<file path="config.mk">
export PLATFORM = sky130hd
export DESIGN_NAME = int_to_chinese_numerals
export DESIGN_NICKNAME = d
export VERILOG_FILES = /design/src/rtl/itcn_pkg.sv /design/src/rtl/itcn_bcd_conv.sv /design/src/rtl/int_to_chinese_numerals.sv
export SDC_FILE = /design/constraint.sdc
export NUM_CORES = 1
export LEC_CHECK = 0
export BUFFER_PORTS_ARGS = -buffer_cell sky130_fd_sc_hd__clkbuf_2
export CAP_MARGIN = 10
export CORE_AREA = 5 5 231 233
export DETAILED_ROUTE_END_ITERATION = 8
export DIE_AREA = 0 0 236 238
export MAX_ROUTING_LAYER = met4
export PLACE_DENSITY = 0.44
export SETUP_SLACK_MARGIN = 0.5
export SYNTH_ARGS = -nofsm -noshare
export SYNTH_HDL_FRONTEND = slang
export SYNTH_HIERARCHICAL = 1
export SYNTH_SLANG_ARGS = --single-unit
</file>
<file path="constraint.sdc">
create_clock -name clk -period 9.8 [get_ports clk]
set_input_delay 1.47 -clock clk [delete_from_list [all_inputs] [get_ports clk]]
set_output_delay 1.47 -clock clk [all_outputs]
set_load 0.02 [all_outputs]
</file>
<file path="src/rtl/itcn_pkg.sv">
`timescale 1ns / 1ps
// Shared types, constants and symbol codes for the integer to Chinese numerals block.
package itcn_pkg;

  localparam int GROUPS  = 4;
  localparam int VALUE_W = 55;
  localparam int MAG_W   = VALUE_W - 1;
  localparam int DIGITS  = 4 * GROUPS;
  localparam int BCD_W   = 4 * DIGITS;
  localparam int GRP_W   = (GROUPS > 1) ? $clog2(GROUPS) : 1;
  localparam int CNT_W   = $clog2(MAG_W);
  localparam int SYM_W   = 5;
  localparam int ADDR_W  = 3;
  localparam int DATA_W  = 32;

  typedef logic [SYM_W-1:0] sym_t;

  localparam sym_t SYM_ZERO     = 5'd0;
  localparam sym_t SYM_TEN      = 5'd10;
  localparam sym_t SYM_HUNDRED  = 5'd11;
  localparam sym_t SYM_THOUSAND = 5'd12;
  localparam sym_t SYM_LIANG    = 5'd16;
  localparam sym_t SYM_NEG      = 5'd17;

  // Register index of the liang mode bit.
  localparam logic REG_LIANG = 1'b0;

  function automatic logic [VALUE_W-1:0] itcn_limit();
    logic [63:0] acc;
    acc = 64'd1;
    for (int i = 0; i < GROUPS; i++) begin
      acc = acc * 64'd10000;
    end
    return acc[VALUE_W-1:0];
  endfunction

  localparam logic [VALUE_W-1:0] MAG_LIMIT = itcn_limit();

  typedef enum logic [2:0] {
    ST_IDLE,
    ST_SAT,
    ST_CONV,
    ST_NEG,
    ST_WALK,
    ST_ZERO
  } state_t;

  // Symbol positions visited within one group of four digits.
  typedef enum logic [3:0] {
    SL_GZERO,
    SL_TH,
    SL_QIAN,
    SL_HU,
    SL_BAI,
    SL_GAP1,
    SL_TE,
    SL_SHI,
    SL_GAP2,
    SL_ON,
    SL_UNIT
  } slot_t;

  typedef struct packed {
    logic busy;
    logic done;
  } conv_stat_t;

endpackage

</file>
<file path="src/rtl/itcn_bcd_conv.sv">
`timescale 1ns / 1ps
// Iterative shift-add-3 binary to BCD converter, one bit per cycle.
module itcn_bcd_conv (
  input  logic                          clk,
  input  logic                          rst_n,
  input  logic                          start,
  input  logic [itcn_pkg::MAG_W-1:0]    bin,
  output itcn_pkg::conv_stat_t          stat,
  output logic [itcn_pkg::BCD_W-1:0]    bcd
);

  logic                          busy_r;
  logic                          done_r;
  logic [itcn_pkg::CNT_W-1:0]    cnt_r;
  logic [itcn_pkg::MAG_W-1:0]    bin_r;
  logic [itcn_pkg::BCD_W-1:0]    bcd_r;
  logic [itcn_pkg::BCD_W-1:0]    bcd_adj;

  // Add 3 to every digit of 5 or more before the shift.
  always_comb begin
    for (int d = 0; d < itcn_pkg::DIGITS; d++) begin
      if (bcd_r[4*d +: 4] >= 4'd5) begin
        bcd_adj[4*d +: 4] = bcd_r[4*d +: 4] + 4'd3;
      end else begin
        bcd_adj[4*d +: 4] = bcd_r[4*d +: 4];
      end
    end
  end

  always_ff @(posedge clk) begin
    if (!rst_n) begin
      busy_r <= 1'b0;
      done_r <= 1'b0;
      cnt_r  <= '0;
    end else begin
      done_r <= 1'b0;
      if (start) begin
        busy_r <= 1'b1;
        cnt_r  <= '0;
      end else if (busy_r) begin
        cnt_r <= cnt_r + 1'b1;
        if (cnt_r == itcn_pkg::CNT_W'(itcn_pkg::MAG_W - 1)) begin
          busy_r <= 1'b0;
          done_r <= 1'b1;
        end
      end
    end
  end

  always_ff @(posedge clk) begin
    if (start) begin
      bin_r <= bin;
      bcd_r <= '0;
    end else if (busy_r) begin
      {bcd_r, bin_r} <= {bcd_adj[itcn_pkg::BCD_W-2:0], bin_r, 1'b0};
    end
  end

  assign stat.busy = busy_r;
  assign stat.done = done_r;
  assign bcd       = bcd_r;

endmodule

</file>
<file path="src/rtl/int_to_chinese_numerals.sv">
`timescale 1ns / 1ps
// Order of work: a zero item goes straight to its single symbol; any other item first passes
// a 54-step BCD conversion, then a negative item emits its sign, and then the walk begins.
// One item at a time: a new item is taken only once the last one is finished, which is set by the
// one-bit-per-cycle converter and an 11-position walk over each of the 4 digit groups;
// output stalls lengthen it.
// Reset (synchronous, active low): idle, no result pending, liang mode on.
module int_to_chinese_numerals (
  input  logic                                clk,
  input  logic                                rst_n,
  input  logic                                in_valid,
  output logic                                in_ready,
  input  logic signed [itcn_pkg::VALUE_W-1:0] in_value,
  output logic                                out_valid,
  input  logic                                out_ready,
  output logic [itcn_pkg::SYM_W-1:0]          out_symbol,
  output logic                                out_last,
  input  logic                                psel,
  input  logic                                penable,
  input  logic                                pwrite,
  input  logic [itcn_pkg::ADDR_W-1:0]         paddr,
  input  logic [itcn_pkg::DATA_W-1:0]         pwdata,
  output logic [itcn_pkg::DATA_W-1:0]         prdata,
  output logic                                pready
);

  itcn_pkg::state_t               state_r, state_nxt;
  itcn_pkg::slot_t                slot_r, slot_nxt;
  logic [itcn_pkg::GRP_W-1:0]     gi_r, gi_nxt;
  logic                           zero_pend_r, zero_pend_nxt;
  logic                           any_r, any_nxt;
  logic                           neg_r;
  logic [itcn_pkg::VALUE_W-1:0]   mag_r;
  logic                           liang_en_r;
  logic                           out_valid_r;
  itcn_pkg::sym_t                 out_symbol_r;
  logic                           out_last_r;

  logic [itcn_pkg::VALUE_W-1:0]   raw_u;
  logic [itcn_pkg::VALUE_W-1:0]   mag_sat;
  logic                           conv_start;
  itcn_pkg::conv_stat_t           conv_stat;
  logic [itcn_pkg::BCD_W-1:0]     bcd;
  logic [15:0]                    grp_a [itcn_pkg::GROUPS];
  logic [itcn_pkg::GROUPS-1:0]    nz;
  logic [itcn_pkg::GRP_W-1:0]     high_idx, low_idx;
  logic [15:0]                    grp;
  logic [3:0]                     th, hu, te, on;
  logic                           gnz, lead, low0;
  logic                           emit_v, emit_last;
  itcn_pkg::sym_t                 emit_sym;
  logic                           out_ok, advance, cfg_wr;

  assign raw_u   = in_valid ? in_value : '0;
  assign mag_sat = (mag_r >= itcn_pkg::MAG_LIMIT) ? (itcn_pkg::MAG_LIMIT - 1'b1) : mag_r;
  assign conv_start = (state_r == itcn_pkg::ST_SAT) && (mag_r != '0);

  itcn_bcd_conv u_conv (
    .clk   (clk),
    .rst_n (rst_n),
    .start (conv_start),
    .bin   (mag_sat[itcn_pkg::MAG_W-1:0]),
    .stat  (conv_stat),
    .bcd   (bcd)
  );

  // Group split and leading / trailing non-zero group.
  always_comb begin
    high_idx = '0;
    low_idx  = '0;
    for (int k = 0; k < itcn_pkg::GROUPS; k++) begin
      grp_a[k] = bcd[16*k +: 16];
      nz[k]    = |bcd[16*k +: 16];
    end
    for (int k = 0; k < itcn_pkg::GROUPS; k++) begin
      if (nz[k]) high_idx = itcn_pkg::GRP_W'(k);
    end
    for (int k = itcn_pkg::GROUPS - 1; k >= 0; k--) begin
      if (nz[k]) low_idx = itcn_pkg::GRP_W'(k);
    end
  end

  assign grp  = grp_a[gi_r];
  assign th   = grp[15:12];
  assign hu   = grp[11:8];
  assign te   = grp[7:4];
  assign on   = grp[3:0];
  assign gnz  = |grp;
  assign lead = (gi_r == high_idx);
  assign low0 = (gi_r == low_idx) && (gi_r == '0);

  assign out_ok  = !out_valid_r || out_ready;
  assign advance = !emit_v || out_ok;

  // Symbol decode for the current position.
  always_comb begin
    emit_v    = 1'b0;
    emit_sym  = itcn_pkg::SYM_ZERO;
    emit_last = 1'b0;
    unique case (state_r)
      itcn_pkg::ST_NEG: begin
        emit_v   = 1'b1;
        emit_sym = itcn_pkg::SYM_NEG;
      end
      itcn_pkg::ST_ZERO: begin
        emit_v    = 1'b1;
        emit_last = 1'b1;
      end
      itcn_pkg::ST_WALK: begin
        unique case (slot_r)
          itcn_pkg::SL_GZERO: begin
            emit_v = gnz && zero_pend_r && any_r;
          end
          itcn_pkg::SL_TH: begin
            emit_v   = (th != 4'd0) && !((th == 4'd1) && lead);
            emit_sym = ((th == 4'd2) && liang_en_r) ? itcn_pkg::SYM_LIANG : {1'b0, th};
          end
          itcn_pkg::SL_QIAN: begin
            emit_v    = (th != 4'd0);
            emit_sym  = itcn_pkg::SYM_THOUSAND;
            emit_last = low0 && (hu == 4'd0) && (te == 4'd0) && (on == 4'd0);
          end
          itcn_pkg::SL_HU: begin
            emit_v   = (hu != 4'd0);
            emit_sym = ((hu == 4'd2) && liang_en_r && (th == 4'd0)) ?
                       itcn_pkg::SYM_LIANG : {1'b0, hu};
          end
          itcn_pkg::SL_BAI: begin
            emit_v    = (hu != 4'd0);
            emit_sym  = itcn_pkg::SYM_HUNDRED;
            emit_last = low0 && (te == 4'd0) && (on == 4'd0);
          end
          itcn_pkg::SL_GAP1: begin
            emit_v = (te != 4'd0) && (hu == 4'd0) && (th != 4'd0);
          end
          itcn_pkg::SL_TE: begin
            // Tens 10..19 with no higher digit in the group drop the one.
            emit_v   = (te != 4'd0) && !((te == 4'd1) && (th == 4'd0) && (hu == 4'd0));
            emit_sym = ((te == 4'd2) && liang_en_r && (th == 4'd0) && (hu == 4'd0)) ?
                       itcn_pkg::SYM_LIANG : {1'b0, te};
          end
          itcn_pkg::SL_SHI: begin
            emit_v    = (te != 4'd0);
            emit_sym  = itcn_pkg::SYM_TEN;
            emit_last = low0 && (on == 4'd0);
          end
          itcn_pkg::SL_GAP2: begin
            emit_v = (on != 4'd0) && (te == 4'd0) && ((th != 4'd0) || (hu != 4'd0));
          end
          itcn_pkg::SL_ON: begin
            emit_v    = (on != 4'd0);
            emit_sym  = {1'b0, on};
            emit_last = low0;
          end
          itcn_pkg::SL_UNIT: begin
            emit_v    = gnz && (gi_r != '0);
            emit_sym  = itcn_pkg::SYM_THOUSAND + itcn_pkg::SYM_W'(gi_r);
            emit_last = (gi_r == low_idx);
          end
          default: begin
            emit_v = 1'b0;
          end
        endcase
      end
      default: begin
        emit_v = 1'b0;
      end
    endcase
  end

  // Next state.
  always_comb begin
    state_nxt = state_r;
    unique case (state_r)
      itcn_pkg::ST_IDLE: begin
        if (in_valid) state_nxt = itcn_pkg::ST_SAT;
      end
      itcn_pkg::ST_SAT: begin
        state_nxt = (mag_r == '0) ? itcn_pkg::ST_ZERO : itcn_pkg::ST_CONV;
      end
      itcn_pkg::ST_CONV: begin
        if (conv_stat.done) state_nxt = neg_r ? itcn_pkg::ST_NEG : itcn_pkg::ST_WALK;
      end
      itcn_pkg::ST_NEG: begin
        if (out_ok) state_nxt = itcn_pkg::ST_WALK;
      end
      itcn_pkg::ST_WALK: begin
        if (advance && (slot_r == itcn_pkg::SL_UNIT) && (gi_r == '0)) begin
          state_nxt = itcn_pkg::ST_IDLE;
        end
      end
      itcn_pkg::ST_ZERO: begin
        if (out_ok) state_nxt = itcn_pkg::ST_IDLE;
      end
      default: begin
        state_nxt = itcn_pkg::ST_IDLE;
      end
    endcase
  end

  // Walk position over groups and symbol positions.
  always_comb begin
    gi_nxt        = gi_r;
    slot_nxt      = slot_r;
    zero_pend_nxt = zero_pend_r;
    any_nxt       = any_r;
    if (state_r == itcn_pkg::ST_CONV) begin
      gi_nxt        = itcn_pkg::GRP_W'(itcn_pkg::GROUPS - 1);
      slot_nxt      = itcn_pkg::SL_GZERO;
      zero_pend_nxt = 1'b0;
      any_nxt       = 1'b0;
    end else if ((state_r == itcn_pkg::ST_WALK) && advance) begin
      unique case (slot_r)
        itcn_pkg::SL_GZERO: slot_nxt = itcn_pkg::SL_TH;
        itcn_pkg::SL_TH:    slot_nxt = itcn_pkg::SL_QIAN;
        itcn_pkg::SL_QIAN:  slot_nxt = itcn_pkg::SL_HU;
        itcn_pkg::SL_HU:    slot_nxt = itcn_pkg::SL_BAI;
        itcn_pkg::SL_BAI:   slot_nxt = itcn_pkg::SL_GAP1;
        itcn_pkg::SL_GAP1:  slot_nxt = itcn_pkg::SL_TE;
        itcn_pkg::SL_TE:    slot_nxt = itcn_pkg::SL_SHI;
        itcn_pkg::SL_SHI:   slot_nxt = itcn_pkg::SL_GAP2;
        itcn_pkg::SL_GAP2:  slot_nxt = itcn_pkg::SL_ON;
        itcn_pkg::SL_ON:    slot_nxt = itcn_pkg::SL_UNIT;
        itcn_pkg::SL_UNIT: begin
          // A zero group leaves a pending ling for the next non-zero group.
          slot_nxt      = itcn_pkg::SL_GZERO;
          gi_nxt        = gi_r - 1'b1;
          zero_pend_nxt = !gnz;
          any_nxt       = any_r || gnz;
        end
        default: slot_nxt = itcn_pkg::SL_GZERO;
      endcase
    end
  end

  assign cfg_wr = psel && penable && pwrite && pready && (paddr[2] == itcn_pkg::REG_LIANG);

  always_ff @(posedge clk) begin
    if (!rst_n) begin
      state_r     <= itcn_pkg::ST_IDLE;
      liang_en_r  <= 1'b1;
      out_valid_r <= 1'b0;
    end else begin
      state_r <= state_nxt;
      if (cfg_wr) liang_en_r <= pwdata[0];
      if (emit_v && out_ok) begin
        out_valid_r <= 1'b1;
      end else if (out_ready) begin
        out_valid_r <= 1'b0;
      end
    end
  end

  always_ff @(posedge clk) begin
    gi_r        <= gi_nxt;
    slot_r      <= slot_nxt;
    zero_pend_r <= zero_pend_nxt;
    any_r       <= any_nxt;
    if (in_valid && in_ready) begin
      neg_r <= raw_u[itcn_pkg::VALUE_W-1];
      mag_r <= raw_u[itcn_pkg::VALUE_W-1] ? (~raw_u + 1'b1) : raw_u;
    end
    if (emit_v && out_ok) begin
      out_symbol_r <= emit_sym;
      out_last_r   <= emit_last;
    end
  end

  assign in_ready   = (state_r == itcn_pkg::ST_IDLE);
  assign out_valid  = out_valid_r;
  assign out_symbol = out_symbol_r;
  assign out_last   = out_last_r;
  assign pready     = 1'b1;
  assign prdata     = (paddr[2] == itcn_pkg::REG_LIANG) ?
                      {{(itcn_pkg::DATA_W-1){1'b0}}, liang_en_r} : '0;

  a_busy_after_accept: assert property (@(posedge clk) disable iff (!rst_n)
    (in_valid && in_ready) |=> !in_ready)
    else $error("input taken again right after an accepted item");

  a_conv_in_conv_state: assert property (@(posedge clk) disable iff (!rst_n)
    conv_stat.busy |-> (state_r == itcn_pkg::ST_CONV))
    else $error("converter running outside the conversion state");

  a_symbol_range: assert property (@(posedge clk) disable iff (!rst_n)
    out_valid |-> (out_symbol <= itcn_pkg::SYM_NEG))
    else $error("symbol code out of range");

  a_walk_ends_idle: assert property (@(posedge clk) disable iff (!rst_n)
    ((state_r == itcn_pkg::ST_WALK) && (slot_r == itcn_pkg::SL_UNIT) && (gi_r == '0)
      && advance) |=> in_ready)
    else $error("walk finished without returning to idle");

endmodule
</file>
==> flow_summary_export.csv, run 1 <==
group,metric,value,unit
route,top_layer,"met4",
power_and_ir_drop,leakage,4.98,nW
timing,fin_crit_sh,41.1,%
timing,rsz0062_at_grt,"false",
cells_and_area,final_util,28.0,%
clocking,cts_root_buf,"clkbuf_16",
clocking,numCtsBuffers,25,
timing,worstMarginPinSlew,957,ps
timing,fin_crit,4020,ps
clocking,cts_resized,0,
cells_and_area,nNetsFinal,1502,
place,io_buffers,72,
power_and_ir_drop,vdd_drop_max,0.164,mV
global_routing,grt_pass1_vias,9481,
clocking,cts.htree.levels,1,
floorplanning,pin_count,138,
floorplanning,die_h,238,microns
critical_path,arrival,4310,ps
critical_path,critPathMaxFanout,53,
floorplanning,core_area,51000,sq um
timing,clock.fmax,249,MHz
critical_path,cp-end-kind,"flop",
floorplanning,die_w,236,microns
status,status,"complete, no violations",
critical_path,worstRegToRegCells,8,
critical_path,rr_endpoint,"out_symbol[3]",
synth,synthCells,1332,
global_routing,overflow,0,
route,antenna_left,0,
critical_path,startpoint_type,"input port",
route,post_drt_wl_per_cell,15.5,microns
clocking,cts_hold_buf,0,
route,vias,10001,
timing,fin_skew,13.6,ps
clocking,cts_tree,"yes",
global_routing,grt_pass1_wl,51.8,mm
floorplanning,dieArea,56200,sq um
global_routing,grt_max_degree,149,
synth,yosysWarningCount,6,
cells_and_area,nFillCells,5346,
clocking,clk_path_buf_depth,3,
floorplanning,start_util,24.6,%
synth,syn-cell-area,12600,sq um
critical_path,cp_data_required_time,10080,ps
floorplanning,rows,83,
power_and_ir_drop,powerDensity,297,nW/um^2
min_path,hold_path_class,"flop to flop",
clocking,clk_latency,550,ps
place,dp_hpwl,22.8,mm
route,drt_first_pass_iters,6,
route,drc,0,
clocking,post_cts_buffers,0,
clocking,cts.sinks,201,
critical_path,worstSetupStartpoint,"in_valid",
route,drt-total-wl,32.1,mm
global_routing,track_usage,11.3,%
cells_and_area,antennaDiodeCount,0,
timing,finalHoldViolCount,0,
critical_path,critPathKind,"input port to flop",
cells_and_area,drive_gt1_share,14.6,%
run,max_cap_violations,0,
place,place_congestion,0.841,
route,drt_iter0_markers,688,
cells_and_area,areaGrowthSynthToFinish,13.7,%
timing,slew_headroom,36.1,%
critical_path,ff2ff_setup_slack,6090,ps
global_routing,antenna_found_initial,0,
route,wl_met1,15.5,mm
critical_path,rr_startpoint,"gi_r[0]",
route,route.met3.wl,1.31,mm
critical_path,crit_end,"mag_r[41]",
clocking,clkSlewWorstSetupHoldPaths,60,ps
timing,timing.setup.tns,0,ps
route,routed_via_density,4.84,
route,wl_met2,14.6,mm
timing,drv_slew,0,
timing,setup_viol,0,
synth,synth.avg_cell_area,9.43,sq um
worst max-delay path: stages:
cell and delay (ps):
clkbuf_2 390, clkinv_1 120, buf_4 450, o2111ai_1 340
a2111oi_0 650, o21ai_0 250, o41ai_1 370, xor2_1 190
nor2_1 50
routing by layer:
layer  GRT usage, %  vias up
li1               -     4983
met4           2.30        0
met1           15.6     4742
met2           17.6      240
met5              -        -
met3           1.73       36
where the power goes:
group	internal [W]	leakage, nW	switching [W]
clock	0.000597	0.422	0.000369
sequential	0.00133	1.81	0.000354
combinational	0.000667	2.76	0.000926
total	0.00259	4.98	0.00165
final cells by class:
| class | count | area, sq um | area share, % |
|---|---|---|---|
| repair buffers | 79 | 425 | 2.98 |
| clock buffers | 33 | 686 | 4.80 |
| inverters | 70 | 263 | 1.84 |
| multi-input cells | 992 | 6710 | 46.9 |
| clock inverters | 12 | 171 | 1.20 |
| well taps | 680 | 851 | 5.95 |
| flip-flops and latches | 201 | 5190 | 36.3 |
placed cells by master (no fill, tap or decap), types with 13 or more instances in the layout:
cell and instances:
o32ai_1 15, nand3_1 32, o21ai_0 66, o22ai_1 20, o31ai_1 19, nor2_1 91
nor3_1 43, and2_1 25, a21oi_1 83, o21ai_1 23, mux2i_1 13, nand2b_1 49
clkbuf_16 25, or3_1 26, edfxtp_1 116, ha_1 36, mux2_2 53, mux4_2 14
nand2_1 94, inv_1 68, nor4_1 31, xor2_1 46, nor2b_1 13, dfxtp_1 84
conb_1 32, clkbuf_2 72, nand4_1 27
how the worst min path moves through the flow:
stage	from	end	slack, ps	cells after the start
finish	any_r	any_r	470	1
global route	zero_pend_r	zero_pend_r	500	2
CTS	any_r	any_r	470	1
detailed placement	any_r	any_r	460	1
global placement	zero_pend_r	zero_pend_r	450	2
floorplan	zero_pend_r	zero_pend_r	430	2
through the flow:
stage / area (sq um) / total power, W / setup slack [ps] / instances / hold WS, ps
floorplan: 12700 / 0.00284 / 5720 / 1362 / 430
global placement: 13400 / 0.00327 / 5140 / 2022 / 448
detailed placement: 13400 / 0.00329 / 5140 / 2022 / 462
CTS: 14300 / 0.00429 / 5710 / 2067 / 473
global route: 14300 / 0.00456 / 5440 / 2067 / 497
finish: 14300 / 0.00424 / 5780 / 2067 / 469
state kept, by name (all words and copies together), names as in the netlist:
name           flops
neg_r              1
u_conv/cnt_r       6
slot_r             4
any_r              1
u_conv/done_r      1
out_last           1
gi_r               2
u_conv/busy_r      1
liang_en_r         1
out_valid          1
out_symbol         5
mag_r             55
u_conv/bcd        64
u_conv/bin_r      54
zero_pend_r        1
state_r            3
(Power assumes the default switching activity.)
==> run 2: changes to the inputs <==
==> constraint.sdc (replaced) <==
create_clock -name clk -period 3.8 [get_ports clk]
set_input_delay 0.57 -clock clk [delete_from_list [all_inputs] [get_ports clk]]
set_output_delay 0.57 -clock clk [all_outputs]
set_load 0.02 [all_outputs]
==> flow_summary_export.csv, run 2 (synthesis results as in run 1) <==
group,metric,value,unit
route,antenna_left,0,
critical_path,critPathMaxFanout,9,
clocking,cts_hold_buf,0,
critical_path,critPathTopFamily,"simple AND/OR/NAND/NOR gates",
critical_path,cp_data_required_time,4070,ps
place,dp_hpwl,23.2,mm
critical_path,cp_cell_sequence,"mux4_2 -> nor4_4 -> a311oi_1 -> o22ai_1 -> nor3b_2 -> o2111ai_1 -> a21boi_0 -> nor2_2",
critical_path,arrival,3380,ps
clocking,numCtsBuffers,25,
global_routing,track_usage,11.4,%
cells_and_area,layout_commonest_cell,"edfxtp_1",
clocking,clk_latency,540,ps
timing,setup_viol,0,
clocking,cts_root_buf,"clkbuf_16",
critical_path,cp-end-kind,"flop",
cells_and_area,drive_gt1_share,15.8,%
timing,drv_slew,0,
timing,worstMarginPinSlew,1030,ps
cells_and_area,largest_reg_flops,64,
route,drt_iter0_markers,693,
floorplanning,rows,83,
floorplanning,pin_count,138,
timing,finalHoldViolCount,0,
critical_path,slowest_stage,"mux4_2",
place,place_congestion,0.848,
timing,slew_headroom,31.5,%
power_and_ir_drop,vdd_drop_max,0.364,mV
timing,rsz0062_at_grt,"true",
cells_and_area,nNetsFinal,1521,
run,max_cap_violations,0,
critical_path,critical_path.max_stage_delay,590,ps
place,dpl_worst_slack,295,ps
critical_path,startpoint_type,"flop",
cells_and_area,antennaDiodeCount,0,
route,drc,0,
clocking,cts.sinks,201,
critical_path,crit_buf_inv,0,
power_and_ir_drop,leakage,5.07,nW
min_path,hold_path_class,"input port to flop",
global_routing,overflow,0,
route,vias,10059,
floorplanning,core_area,51000,sq um
global_routing,grt_max_degree,121,
route,drt-total-wl,32.6,mm
floorplanning,start_util,24.6,%
cells_and_area,areaGrowthSynthToFinish,15.0,%
power_and_ir_drop,powerDensity,759,nW/um^2
status,status,"complete, no violations",
clocking,cts_tree,"yes",
route,drt_first_pass_iters,5,
timing,timing.setup.tns,0,ps
clocking,cts.htree.levels,1,
place,placed_cells,2040,
critical_path,critPathKind,"flop to flop",
floorplanning,die_h,238,microns
cells_and_area,nFillCells,5376,
route,post_drt_wl_per_cell,15.6,microns
floorplanning,dieArea,56200,sq um
clocking,clk_path_buf_depth,3,
cells_and_area,layout_common_cells,"edfxtp_1 (116), nand2_1 (94), nor2_1 (90)",
timing,clock.fmax,321,MHz
route,routed_via_density,4.82,
clocking,post_cts_buffers,0,
global_routing,antenna_found_initial,1,
cells_and_area,instances_no_fill,2087,
timing,fin_crit_sh,81.9,%
timing,fin_crit,3110,ps
clocking,clkSlewWorstSetupHoldPaths,60,ps
global_routing,grt_pass1_wl,52.6,mm
floorplanning,die_w,236,microns
timing,layout_setup_ws,687,ps
timing,fin_skew,15.2,ps
place,io_buffers,72,
global_routing,grt_pass1_vias,9691,
-- run 2: cell count changes in the layout (fill, tap and decap cells not counted), sizes merged --
cell / previous run / this run
buf: 7 / 25
bufinv: 4 / 2
a21oi: 84 / 85
clkbuf: 105 / 106
clkinv: 8 / 9
clkinvlp: 0 / 1
-- run 2: metal layers --
layer | GRT usage, % | share of wire [%]
met4 | 3.11 | 2.4
met2 | 17.7 | 46
met1 | 15.5 | 48
met5 | - | 0
met3 | 1.78 | 3.6
-- run 2: tightest hold or removal path, cell delays in order --
cell and delay (ps):
clkbuf_2 80, mux2i_1 60, nand2_1 60
-- run 2: area by class of cell --
type / instances / area (sq um) / area share (%)
inverters: 70 / 263 / 1.82
clock buffers: 34 / 699 / 4.84
clock inverters: 12 / 121 / 0.840
repair buffers: 97 / 589 / 4.08
flip-flops and latches: 201 / 5190 / 36.0
well taps: 680 / 851 / 5.89
multi-input cells: 993 / 6730 / 46.6
-- run 2: worst paths after layout --
kind / slack (ps) / end / from / depth (start not counted)
hold / removal: 260 / liang_en_r / pwdata[0] / 3
setup / recovery: 690 / out_last / gi_r[1] / 8
hold reg to reg: 470 / zero_pend_r / zero_pend_r / 2
setup reg to reg: 690 / out_last / gi_r[1] / 8
-- run 2: where the power goes --
group	total (W)	internal (W)	leakage [nW]	switching, W
clock network	0.00238	0.00143	0.401	0.000950
logic	0.00428	0.00182	2.86	0.00246
registers	0.00431	0.00342	1.81	0.000884
-- run 2: what timing repair did --
action                     CTS  global route
cloned                       0             1
resized for setup            2             4
pin swaps                    0             2
setup endpoints to repair   11            29
-- run 2: metrics by stage --
stage                     instance area (sq um)  power, W  hold slack (ps)  util [%]
after global placement                    13600   0.00854              440      26.7
after floorplan                           12700   0.00731              430         -
after CTS                                 14400    0.0111              216      28.3
after detailed placement                  13600   0.00860              458      26.7
final                                     14400    0.0110              256      28.3
after global routing                      14400    0.0118              268      28.3
